==> src/design/cbt_pkg.sv <==
// Shared types, constants and weight function of the cubic B-spline tessellator.
`default_nettype none
package cbt_pkg;

  localparam int COORD_W     = 24;
  localparam int STEPS_DEF   = 32;
  localparam int QUEUE_DEPTH = 2;

  // One control point: index 0 is x, 1 is y, 2 is z.
  typedef logic [2:0][COORD_W-1:0] point_t;

  typedef struct packed {
    logic signed [COORD_W-1:0] x;
    logic signed [COORD_W-1:0] y;
    logic signed [COORD_W-1:0] z;
    logic                      final_point;
  } in_payload_t;

  typedef struct packed {
    logic signed [COORD_W-1:0] out_x;
    logic signed [COORD_W-1:0] out_y;
    logic signed [COORD_W-1:0] out_z;
    logic                      run_end;
  } out_payload_t;

  typedef enum logic {
    KIND_PASS,
    KIND_SPAN
  } kind_t;

  // Work for the back end: a span of four points or a short curve passed through.
  typedef struct packed {
    kind_t           kind;
    logic [1:0]      last_idx;
    point_t [3:0]    pts;
  } q_entry_t;

  typedef struct packed {
    logic full;
    logic empty;
  } q_status_t;

  // Integer blending weight k of sample j for s steps; the four sum to 6*s^3.
  function automatic int bspl_weight(int k, int j, int s);
    int u;
    u = s - j;
    case (k)
      0:       return u * u * u;
      1:       return 3 * j * j * j - 6 * j * j * s + 4 * s * s * s;
      2:       return -3 * j * j * j + 3 * j * j * s + 3 * j * s * s + s * s * s;
      default: return j * j * j;
    endcase
  endfunction

endpackage
`default_nettype wire

==> src/design/cbt_queue.sv <==
// Short work queue between the front end and the sample generator.
`default_nettype none
module cbt_queue #(
  parameter int QDEPTH = cbt_pkg::QUEUE_DEPTH
) (
  input  wire logic              clk,
  input  wire logic              rst_n,
  input  wire logic              push,
  input  wire cbt_pkg::q_entry_t push_data,
  input  wire logic              pop,
  output cbt_pkg::q_entry_t      head,
  output cbt_pkg::q_status_t     status
);

  localparam int PTRW = (QDEPTH > 1) ? $clog2(QDEPTH) : 1;
  localparam int CNTW = $clog2(QDEPTH + 1);

  cbt_pkg::q_entry_t mem_r [QDEPTH];
  logic [PTRW-1:0]   wr_ptr_r, rd_ptr_r;
  logic [CNTW-1:0]   cnt_r;

  always_ff @(posedge clk) begin
    if (push) begin
      mem_r[wr_ptr_r] <= push_data;
    end
  end

  always_ff @(posedge clk) begin
    if (!rst_n) begin
      wr_ptr_r <= '0;
      rd_ptr_r <= '0;
      cnt_r    <= '0;
    end else begin
      if (push) begin
        wr_ptr_r <= (wr_ptr_r == PTRW'(QDEPTH - 1)) ? '0 : wr_ptr_r + 1'b1;
      end
      if (pop) begin
        rd_ptr_r <= (rd_ptr_r == PTRW'(QDEPTH - 1)) ? '0 : rd_ptr_r + 1'b1;
      end
      if (push && !pop) begin
        cnt_r <= cnt_r + 1'b1;
      end else if (pop && !push) begin
        cnt_r <= cnt_r - 1'b1;
      end
    end
  end

  assign head         = mem_r[rd_ptr_r];
  assign status.full  = (cnt_r == CNTW'(QDEPTH));
  assign status.empty = (cnt_r == '0);

endmodule
`default_nettype wire

==> config.mk <==
export PLATFORM = sky130hd
export DESIGN_NAME = cbt_queue
export DESIGN_NICKNAME = d
export VERILOG_FILES = /design/src/design/cbt_pkg.sv /design/src/design/cbt_queue.sv
export SDC_FILE = /design/constraint.sdc
export NUM_CORES = 1
export LEC_CHECK = 0
export BUFFER_PORTS_ARGS = -buffer_cell sky130_fd_sc_hd__buf_2
export CORE_UTILIZATION = 27
export CTS_CLUSTER_DIAMETER = 150
export DETAILED_ROUTE_END_ITERATION = 10
export SLEW_MARGIN = 25
export SYNTH_ARGS = -nofsm -noshare
export SYNTH_HDL_FRONTEND = slang
export SYNTH_SLANG_ARGS = --single-unit
export TNS_END_PERCENT = 5
==> constraint.sdc <==
create_clock -name clk -period 18.9 [get_ports clk]
set_input_delay 2.835 -clock clk [delete_from_list [all_inputs] [get_ports clk]]
set_output_delay 2.835 -clock clk [all_outputs]
set_load 0.03 [all_outputs]
# Word-level counts from Yosys, hierarchy flattened
# Memories as Yosys holds them, arrays and structs flattened. A register that Yosys moved wholly into a read port is not among the register bits.
# Index checks and enable logic that the tools add are counted.
totals:
  reg_bits: 4
  ramBits: 582
  inputBits: 295
  word_cells: 23
  mem_count: 1
op_classes:
  add_sub_neg: 4
  eq_ne: 1
  n_mux: 8
  reduce_logical: 6
memory_table:
  columns: ["memory", "depth", "word_bits", "read_ports", "rd_ports_with_merged_regs", "write_ports", "line_no", "rtl"]
  rows:
  - ["mem_r", 2, 291, 1, 1, 1, "cbt_queue.sv:18", "cbt_pkg::q_entry_t mem_r [QDEPTH];"]
ops:
  columns: ["op", "count"]
  rows:
  - ["2-to-1 mux 1 bit", 6]
  - ["2-to-1 mux 2 bit", 2]
  - ["adder 1 bit, second input constant", 2]
  - ["adder 2 x 1 -> 2 bit, second input constant", 1]
  - ["equality test 2 bit, second input constant", 1]
  - ["logical AND 1 bit", 2]
  - ["logical NOT 1 bit", 2]
  - ["logical NOT 2 bit", 1]
  - ["nonzero test 2 bit", 1]
  - ["subtractor 2 x 1 -> 2 bit, second input constant", 1]

# Depth between registers and ports, before layout
depth:
  ltp_word: 4
  mapped_depth: 5
  mapped_depth_nobuf: 5

# Least setup slack after synthesis
# No wires, ideal clock.
synth_path:
  path_type: "input -> register"
  start: "input port push"
  end: "register wr_ptr_r"
  setup_time_ns: 0.118
  arrival_ns: 16.314
  required_ns: 18.782
  path_slack_ns: 2.468
  stages: 2
  n_path_buf: 0
  cell_sequence: "nor2b_1 o21a_1"
synth_lines:
  columns: ["item", "line_no", "rtl"]
  rows:
  - ["from (decl)", "cbt_queue.sv:8", "input wire logic push,"]
  - ["to (signal assigned)", "cbt_queue.sv:35", "wr_ptr_r <= (wr_ptr_r == PTRW'(QDEPTH - 1)) ? '0 : wr_ptr_r + 1'b1;"]
  - ["to (decl)", "cbt_queue.sv:19", "logic [PTRW-1:0] wr_ptr_r, rd_ptr_r;"]

==> impl_results.md <==
* Top-area cell type share of the netlist area at 0.817
* PostCTS Resize Cnt at 0
* Clk buf depth at 3
* WHS Path Cells at 2
* FF-to-FF setup slack at ~16 ns
* Row count at 102
* Design area at between 20000 and 30000 um2
* CTS Hold Buffers Added at 0
* Initial DRC Count at approximately 470
* CTS root buffer: clkbuf_16
* # DRC at 0
* Post-Synth Adder-Cell Area at 0.000585
* Core Area at 78000 um2
* Dpl hpwl at 32700 um
* Placed instance count at around 2500
* DP Area at 25300 um2
* DIE AREA at between 80000 and 90000 um2
* FF+latch count, synth at 587
* Vias in the first global route at about 12000
* Pin count of the biggest net entering global routing at 73
* Highest Clock Rate at 0.139 GHz
* Cts bufs inserted at 60
* Tot GR Track Use at 0.115
* Synth top area cells: edfxtp_1 (82%), mux2_2 (15%), clkbuf_8 (1.9%)
* Fraction of layout cells with a size suffix above 1 at 0.606
* Final setup fails at 0
* Fin cells at 2652
* Synth-to-layout area growth at 27.2%
* Worst reg2reg path endpoint: mem_r[1][120]
* Synth Net Count at about 1200
* Clock slew at reported path FFs at 0.06 ns
* Placer's final routability congestion estimate at about 0.83
* Synth Area in Compound Gates at 0.000935
* Total negative setup slack at 0 ns
* Critical-path cell list: buf_4 -> buf_4 -> buf_4 -> mux2_2 -> buf_2
* Synth cell types at 16
* Data required, critical path at 16.07 ns
* Cells after Synth at 927
* Main combinational cell family by area after synthesis: multiplexers
* Hold crit path type: reg -> reg
* Initial antenna violation count at 11
* Post-synthesis cell area at 21400 um2
* Yosys Warn Count at 0
* Worst-path fanout max at 64
* Total number of vias at 10900
* RSZ-0062 raised after global routing: false
* CP startpoint kind: flip-flop
* Post-Synth XOR/XNOR Area at 0.00123
* Final-report hold violation count at 0
* CP Class: reg -> out
* CP top delay family: buffers and inverters
* Reg2reg start: wr_ptr_r
* Sequential area share after synthesis at 0.821
* WL/cell at 18.0 um
* CP peak stage delay at 0.80 ns
* Worst-Margin Slew at 0.983 ns
* Post-route clock period utilization at 0.379
* Avg Cell Area, Syn at 23.1 um2
* Yosys top cell by area: edfxtp_1
* First-pass GRT wire length at 70700 um
* CP arrival at 4.34 ns
* Post-CTS setup buffers at 0
* Reg2reg path depth at 3
* Simple-Gate Fraction of Synth Area at 0.00251
* CTS sink cnt at a little under 600
* Critical Path Slowest Stage Cell: dfxtp_4
* Pins Over Slew Limit at 0
* CTS tree: yes
* Multiplexer share of the synthesized area at 0.153
* Worst-Skew Late Latency at 0.60 ns
* Fin crit period at 7.17 ns
* Status: completed
* VDD IR max at 73.1 uV
* Critical Path Sink Type: output port
* Pre-CTS setup slack at 12.32 ns
* Starting Density at 0.274
* Leak Pwr at 0.00994 uW
* Die X at 284 um
* Worst Setup Slack, final at 11.73 ns
* Vias per cell at 4.13
* NumNets Final at 1854
* Final ANT Viol Nets at 0
* Max cap viols at 0
* Total grt overflow at 0
* Worst path depth at 5
* Routed WL at approximately 48000 um
* Drt first pass iters at 5
* Slew margin rel. at 0.345
* H-tree Lvls at 2
* # IOs at a little under 600
* IO buf count at 587
* Final setup skew at 0.00941 ns
* Total power at ~3000 uW
* Cell Pwr Density at 111 nW/um2
* Combined buffer and inverter count along the critical path at 4
* Worst setup path end: head[212]
* Die height at 284 um
* Top cell by count, worst path: buf_4
-- cell families (layout without fill, tap and decap cells) --
group,count (synthesis),count (layout)
other,0,7
XOR/XNOR,3,3
buffers and inverters,33,711
adder cells (fa/ha/maj),1,1
multiplexers,291,291
AO/OA/AOI/OAI,3,3
flip-flops,587,587
AND/OR/NAND/NOR,9,9
-- layer usage --
layer / up-vias / wire, um / share of wire / global-route usage
met5: - / 31 / 0.00065 / 0
met4: 4 / 1610 / 0.034 / 0.0491
met3: 100 / 3490 / 0.073 / 0.0355
met2: 414 / 25500 / 0.53 / 0.212
met1: 5441 / 17000 / 0.36 / 0.118
li1: 4982 / - / - / -
-- cells in the mapped netlist --
library cell  number
a21boi_1           1
and2_1             4
buf_6              3
clkbuf_8          29
dfxtp_1            5
edfxtp_1         582
ha_1               1
inv_1              1
mux2_2           291
nor2_1             1
nor2b_1            3
o21a_1             1
o21ai_0            1
or3_1              1
xnor2_1            1
xor2_1             2
-- stage by stage --
step	utilization	hold slack, ns
2_1_floorplan	-	0.466
3_3_place_gp	0.325	0.475
3_5_place_dp	0.325	0.509
4_1_cts	0.348	0.514
5_1_grt	0.349	0.540
6_report	0.349	0.515
-- layout by cell type, fill, tap and decap left out, drive strengths merged --
| master | count |
|---|---|
| diode | 7 |
| buf | 601 |
| mux2 | 291 |
| and2 | 4 |
| clkinv | 22 |
| ha | 1 |
| xnor2 | 1 |
| or3 | 1 |
| o21ai | 1 |
| clkbuf | 79 |
| bufinv | 4 |
| xor2 | 2 |
| clkinvlp | 2 |
| nor2b | 3 |
| o21a | 1 |
| inv | 3 |
| nor2 | 1 |
| dfxtp | 5 |
| edfxtp | 582 |
| a21boi | 1 |
-- worst min path at each step --
stage | start | slack [ns] | endpoint
3_5_place_dp | cnt_r[1] | 0.51 | cnt_r[1]
4_1_cts | cnt_r[1] | 0.51 | cnt_r[1]
6_report | cnt_r[1] | 0.51 | cnt_r[1]
3_3_place_gp | cnt_r[1] | 0.48 | cnt_r[1]
5_1_grt | cnt_r[1] | 0.54 | cnt_r[1]
2_1_floorplan | cnt_r[1] | 0.47 | cnt_r[1]
-- cell type report --
type	instances	area, um2
Clock inverter	30	249
Antenna cell	7	17.5
Tap cell	1040	1300
Timing Repair Buffer	601	3080
Multi-Input combinational cell	307	3400
Inverter	1	3.75
Fill cell	7471	50800
Clock buffer	79	1590
Sequential cell	587	17600
-- tightest hold or removal path: cells and delay by family, from the launching register on --
family	cells	cell delay, ns
AOI/OAI and AO/OA	2	0.14
DFF	1	0.32
-- sequential cells by signal (all words and copies together) (netlist names), named ones only --
signal / flops
mem_r: 582
wr_ptr_r: 1
cnt_r: 2
rd_ptr_r: 1
-- report_power, final --
group | internal [uW] | total (uW) | switching [uW]
registers | 1510 | 1530 | 19.4
logic | 134 | 386 | 252
clock network | 644 | 1110 | 470
total | 2280 | 3030 | 741
Power figures use the tool's default switching activity.
