**config.mk**
```make
export PLATFORM = sky130hd
export DESIGN_NAME = cbt_front
export DESIGN_NICKNAME = d
export VERILOG_FILES = /design/src/design/cbt_pkg.sv /design/src/design/cbt_front.sv
export SDC_FILE = /design/constraint.sdc
export NUM_CORES = 1
export LEC_CHECK = 0
export BUFFER_PORTS_ARGS = -buffer_cell sky130_fd_sc_hd__buf_2
export CORE_UTILIZATION = 45
export DETAILED_ROUTE_END_ITERATION = 8
export PLACE_DENSITY = 0.71
export SLEW_MARGIN = 20
export SYNTH_ARGS = -nofsm -noshare
export SYNTH_HDL_FRONTEND = slang
export SYNTH_SLANG_ARGS = --single-unit
```
**constraint.sdc**
```tcl
create_clock -name clk -period 6 [get_ports clk]
set_input_delay 0.6 -clock clk [delete_from_list [all_inputs] [get_ports clk]]
set_output_delay 0.6 -clock clk [all_outputs]
set_load 0.01 [all_outputs]
```
**src/design/cbt_pkg.sv**
```systemverilog
// Shared types, constants and weight function of the cubic B-spline tessellator.
`default_nettype none
package cbt_pkg;

  localparam int COORD_W     = 24;
  localparam int STEPS_DEF   = 32;
  localparam int QUEUE_DEPTH = 2;

  // One control point: index 0 is x, 1 is y, 2 is z.
  typedef logic [2:0][COORD_W-1:0] point_t;

  typedef struct packed {
    logic signed [COORD_W-1:0] x;
    logic signed [COORD_W-1:0] y;
    logic signed [COORD_W-1:0] z;
    logic                      final_point;
  } in_payload_t;

  typedef struct packed {
    logic signed [COORD_W-1:0] out_x;
    logic signed [COORD_W-1:0] out_y;
    logic signed [COORD_W-1:0] out_z;
    logic                      run_end;
  } out_payload_t;

  typedef enum logic {
    KIND_PASS,
    KIND_SPAN
  } kind_t;

  // Work for the back end: a span of four points or a short curve passed through.
  typedef struct packed {
    kind_t           kind;
    logic [1:0]      last_idx;
    point_t [3:0]    pts;
  } q_entry_t;

  typedef struct packed {
    logic full;
    logic empty;
  } q_status_t;

  // Integer blending weight k of sample j for s steps; the four sum to 6*s^3.
  function automatic int bspl_weight(int k, int j, int s);
    int u;
    u = s - j;
    case (k)
      0:       return u * u * u;
      1:       return 3 * j * j * j - 6 * j * j * s + 4 * s * s * s;
      2:       return -3 * j * j * j + 3 * j * j * s + 3 * j * s * s + s * s * s;
      default: return j * j * j;
    endcase
  endfunction

endpackage
`default_nettype wire

```
**src/design/cbt_front.sv**
```systemverilog
// Front end: accepts control points, keeps the window and queues span or pass work.
`default_nettype none
module cbt_front (
  input  wire logic                 clk,
  input  wire logic                 rst_n,
  input  wire logic                 in_valid,
  output logic                      in_ready,
  input  wire cbt_pkg::in_payload_t in_data,
  input  wire cbt_pkg::q_status_t   q_status,
  output logic                      push,
  output cbt_pkg::q_entry_t         push_data
);

  cbt_pkg::point_t win_r [3];
  logic [1:0]      held_r;
  cbt_pkg::point_t cur;
  logic            accept;
  logic            full_win;

  assign in_ready = !q_status.full;
  assign accept   = in_valid && in_ready;
  assign full_win = (held_r == 2'd3);

  always_comb begin
    cur[0] = in_data.x;
    cur[1] = in_data.y;
    cur[2] = in_data.z;
  end

  always_comb begin
    push_data.kind     = full_win ? cbt_pkg::KIND_SPAN : cbt_pkg::KIND_PASS;
    push_data.last_idx = held_r;
    for (int i = 0; i < 3; i++) begin
      // A short curve lists its held points and then the current one.
      push_data.pts[i] = (full_win || (2'(i) < held_r)) ? win_r[i] : cur;
    end
    push_data.pts[3] = cur;
  end

  assign push = accept && (in_data.final_point || full_win);

  always_ff @(posedge clk) begin
    if (!rst_n) begin
      held_r <= '0;
    end else if (accept) begin
      if (!full_win && !in_data.final_point) begin
        win_r[held_r] <= cur;
        held_r        <= held_r + 2'd1;
      end else if (in_data.final_point) begin
        held_r <= '0;
      end else begin
        win_r[0] <= win_r[1];
        win_r[1] <= win_r[2];
        win_r[2] <= cur;
      end
    end
  end

endmodule
`default_nettype wire

```
* Word-level counts from Yosys, hierarchy flattened
Memories as Yosys holds them, arrays and structs flattened.
Cells that the tools add are included.
** Storage, ports and cells
- Memories kept :: 1
- Memory bits (writable) :: 216
- Logic and storage cells :: 38
- Register bits after elaboration :: 2
- Bits of input ports :: 78
** Cells by class
- Equality and inequality tests :: 1
- Reductions and logical operators :: 13
- Mux-type cells :: 18
- $add $sub $neg :: 1
- $lt $le $gt $ge :: 3
** Memories
- win_r :: depth 3, width 72, rd ports 3, clocked after memory_dff 0, write ports 3, line cbt_front.sv:14 : cbt_pkg::point_t win_r [3];
** Operators with widths (count)
- two-way mux 72 bit :: 4
- OR reduction 72 bit :: 1
- two-way mux 1 bit :: 11
- two-way mux 2 bit :: 3
- logical OR 1 bit :: 4
- less-than comparator 1 x 2 -> 1 bit (first input constant) :: 2
- logical AND 1 bit :: 3
- zero test 1 bit :: 3
- adder 2 x 1 -> 2 bit (second input constant) :: 1
- equality test 2 bit (second input constant) :: 1
- less-than comparator 2 bit (first input constant) :: 1
- AND reduction 2 bit :: 1
- nonzero test 2 bit :: 1

* Logic depth before layout (Yosys ltp)
- Word-level depth :: 9
- Depth in mapped cells :: 6

* Worst setup path before layout
No wires, ideal clock.
- Path type :: register -> register
- Start :: reg held_r[1]
- End :: mem win_r[0][0] (netlist name) (enable)
- Path slack :: 2830 ps
- Stages on the path, launching flop included :: 7
- Arrival time :: 2741 ps
- Data required time :: 5571 ps
- Cell sequence :: dfxtp_1 -> ha_1 -> nand2b_4 -> nor2_4 -> buf_6 -> buf_8 -> a21o_1
** RTL lines
- from (decl) :: line cbt_front.sv:15 : logic [1:0] held_r;
- from (signal assigned) :: line cbt_front.sv:48 : held_r <= held_r + 2'd1;
- to (decl) :: line cbt_front.sv:14

==> PnR_summary.wiki <==
{| class="wikitable"
! Metric !! Value
|-
| Area fraction in compound gates after synthesis || 0.348%
|-
| Fraction of final layout cells sized beyond drive strength 1 || between 70% and 80%
|-
| Number of buffers inserted by hold repair at cts || 0
|-
| Global-route total usage across every layer || 18.9%
|-
| Total of endpoints with negative setup slack in the final report || 0
|-
| Routability congestion estimate || between 0.7 and 0.8
|-
| Count of boundary I/O pins || between 300 and 400
|-
| Clock tree from TritonCTS || yes
|-
| Post-Synth XOR/XNOR Area || 0%
|-
| Yosys synthesis warning count || 0
|-
| Number of enable-type register cells in the synthesized netlist || 216
|-
| Fraction of synthesis flops using an asynchronous set or reset pin || 0%
|-
| Antenna Diode Count || 0
|-
| Clock tree skew after final layout || approximately 0.0071 ns
|-
| Combinational family with the most area after synthesis || multiplexers
|-
| Library cell used as clock root buffer || sky130_fd_sc_hd__clkbuf_16
|-
| Arrival time reported for the critical path endpoint || approximately 3.4 ns
|-
| Highest attainable clock frequency || 252 MHz
|-
| Number of buffers inserted during clock tree synthesis || 25
|-
| Met1 layer usage reported by global route || between 20% and 30%
|-
| Maximum number of pins on one net before global-route repair || 73
|-
| # placed instances || approximately 1.3k
|-
| Number of unique standard cell types used by synthesis || 23
|-
| Type of the worst setup path || reg -> out
|-
| Residual antenna-violating net count after detailed routing || 0
|-
| Number of design rule violations left after detail routing || 0
|-
| Register bit count reported by yosys || about 220
|-
| Die W || between 150 and 200 um
|-
| Leakage power of the design || about 5.7 nW
|-
| Post-layout nets || between 1k and 1.5k
|-
| Total die area || about 0.028 mm2
|-
| Total non-filler cell area in the finished layout || around 0.014 mm2
|-
| DPL Wire Length || 16800 um
|-
| Postcts setup bufs || 0
|-
| Clock net sink count || roughly 220
|-
| Reg area || around 0.0065 mm2
|-
| Mean post-synth cell area || between 15 and 20 um2
|-
| DRT Pass-1 Iters || 4
|-
| Clock Latency Late Sink || about 0.5 ns
|-
| Clock buffer depth || 3
|-
| Floorplan die height || roughly 170 um
|-
| Count of filler cells inserted in the layout || ~2.2k
|-
| Worst EP required || ~5.4 ns
|-
| Largest fanout on the critical path || between 50 and 60
|-
| Max Cap Violations || 0
|-
| Syn nets || roughly 800
|-
| Post-synthesis sequential area ratio || between 50% and 60%
|-
| Global route total overflow || 0
|-
| Final standard cell count with taps included and fillers excluded || between 1k and 1.5k
|-
| Most utilized layer in the global route result || met2
|-
| Post-synthesis mux area share || between 30% and 40%
|-
| Adder and majority gate portion of the synthesized area || less than 1%
|-
| Max Slew Vio Count || 0
|-
| Kind of launch point of the worst setup path || flip-flop
|-
| Reg clk slew, reported paths || around 0.06 ns
|-
| Wire length of the first global-routing pass || slightly above 40000 um
|-
| Total power per unit cell area || around 240 mW/mm2
|-
| Initial cell density of the core || about 46%
|-
| Combined area of the multi-input logic cells || between 0.004 and 0.005 mm2
|-
| Number of violations reported at the end of detailed-routing iteration 0 || between 300 and 400
|-
| Number of input and output port buffers inserted || roughly 370
|-
| Core Region || ~0.026 mm2
|-
| Cell area after synthesis || about 0.012 mm2
|-
| Avg Vias per Cell || 5.21
|-
| Kind of path behind the tightest hold check || in -> reg
|-
| Area growth syn-to-layout || 17.1%
|-
| Simple-gate area share of the yosys netlist || less than 1%
|-
| Setup crit end kind || output pin
|-
| Hold Violations, Final || 0
|-
| Final sum of negative setup slack || 0 ns
|-
| Slew margin rel. || about 28%
|-
| Antenna violations before repair || 0
|-
| Via count of the first global-routing pass || 7144
|-
| Routed wire length per instance || between 15 and 20 um
|-
| Result of the run || finished clean
|-
| Number of cells produced by synthesis || 718
|-
| Standard cell area after detailed placement || roughly 0.014 mm2
|-
| Final Cycle Share || between 60% and 70%
|-
| Slew at the pin closest to its max-slew limit || 1.08 ns
|-
| Global Route met3 Usage || approximately 5.0%
|-
| CTS H-tree lvls || 1
|-
| Time the final worst path needs with I/O delays and setup || a little under 4 ns
|-
| Peak VDD IR || ~180 uV
|-
| Total via count in the routed design || between 7k and 8k
|-
| Unrepaired setup endpoints after global routing || false
|-
| Cell row count || 59
|-
| Post-cts repair resize count || 0
|-
| Met2 GRT Util || a little under a third
|-
| Top flip-flop cell by instance count after synthesis || sky130_fd_sc_hd__edfxtp_1
|-
| Detailed Route WL || about 27000 um
|}
==> worst max-delay path, stage by stage, from the launching register on <==
cell and delay (ns):
sky130_fd_sc_hd__dfxtp_1 0.41, sky130_fd_sc_hd__ha_4 0.37, sky130_fd_sc_hd__nor2_4 0.69, sky130_fd_sc_hd__buf_4 0.75, sky130_fd_sc_hd__mux2_2 0.43, sky130_fd_sc_hd__buf_2 0.15
==> final timing paths <==
path | startpoint | depth (start not counted) | slack (ns) | endpoint
setup / recovery | held_r[1] | 5 | 2.04 | push_data[85]
hold / removal | in_data[3] | 1 | 0.34 | win_r[2][50]
setup reg to reg | held_r[1] | 6 | 2.74 | win_r[0][20]
hold reg to reg | win_r[2][62] | 1 | 0.57 | win_r[1][62]
==> power by group <==
part / internal (W) / switching [W]
registers: 0.00169 / 0.00000409
logic: 0.000225 / 0.000214
clock network: 0.000763 / 0.000596
total: 0.00268 / 0.000814
==> area by class of cell <==
type,count,area share [%]
Multi-Input combinational cell,384,33.2
Clock inverter,11,0.402
Timing Repair Buffer,377,13.3
Inverter,4,0.105
Sequential cell,218,45.5
Tap cell,335,2.92
Clock buffer,32,4.55
==> state kept, by name (all words and copies together) (netlist names) <==
register  cells
held_r        2
win_r       216
==> through the flow <==
stage          utilization, %  worst slack (ns)  hold WS, ns  total power, W
6_report                 54.4              2.04        0.340         0.00349
5_1_grt                  54.4              1.86        0.321         0.00362
4_1_cts                  54.4              1.92        0.315         0.00354
3_5_place_dp             51.7              2.49        0.558         0.00216
3_3_place_gp             51.7              2.44        0.549         0.00216
2_1_floorplan               -              2.83        0.544         0.00200
==> layer usage <==
layer  part of all wire, %  routed length [um]  up-vias
met4                   2.0                 552        0
met1                    44               11800     3524
met2                    47               12800      268
met3                   6.6                1780       36
met5                     0                   0        -
li1                      -                   -     3262
==> synthesized netlist by cell type, types with 3 or more instances <==
| library cell | number | area (um2) |
|---|---|---|
| sky130_fd_sc_hd__mux2_2 | 240 | 2700 |
| sky130_fd_sc_hd__buf_12 | 13 | 260 |
| sky130_fd_sc_hd__buf_2 | 9 | 45.0 |
| sky130_fd_sc_hd__ha_1 | 5 | 62.6 |
| sky130_fd_sc_hd__buf_4 | 88 | 661 |
| sky130_fd_sc_hd__inv_1 | 4 | 15.0 |
| sky130_fd_sc_hd__a21o_1 | 3 | 22.5 |
| sky130_fd_sc_hd__mux2_4 | 120 | 1800 |
| sky130_fd_sc_hd__edfxtp_1 | 216 | 6490 |
==> placed cells by master, fill, tap and decap left out <==
cell type                    count
sky130_fd_sc_hd__a21oi_1         2
sky130_fd_sc_hd__clkinvlp_4      1
sky130_fd_sc_hd__mux2_2        240
sky130_fd_sc_hd__nand4_1         2
sky130_fd_sc_hd__buf_2         369
sky130_fd_sc_hd__clkinv_2        6
sky130_fd_sc_hd__dfxtp_1         2
sky130_fd_sc_hd__clkbuf_16      25
sky130_fd_sc_hd__ha_4            2
sky130_fd_sc_hd__nand3b_4        1
sky130_fd_sc_hd__nor3_1          1
sky130_fd_sc_hd__buf_4           8
sky130_fd_sc_hd__mux2_4        120
sky130_fd_sc_hd__inv_6           1
sky130_fd_sc_hd__inv_1           4
sky130_fd_sc_hd__ha_1            3
sky130_fd_sc_hd__nand2b_4        1
sky130_fd_sc_hd__clkbuf_1        7
sky130_fd_sc_hd__o21ai_0         2
sky130_fd_sc_hd__nor2_4          2
sky130_fd_sc_hd__nand2b_1        1
sky130_fd_sc_hd__edfxtp_1      216
sky130_fd_sc_hd__nor2b_1         2
sky130_fd_sc_hd__a21o_4          3
sky130_fd_sc_hd__nor2_1          2
sky130_fd_sc_hd__clkinv_1        3
==> kinds of logic (layout without fill, tap and decap cells) <==
group           after synthesis  in the layout
compound gates                7              7
flops                       218            218
simple gates                 12             12
buf+inv                     116            424
fa+ha+maj                     5              5
mux                         360            360
No activity file was read; power rests on OpenSTA's default activity.
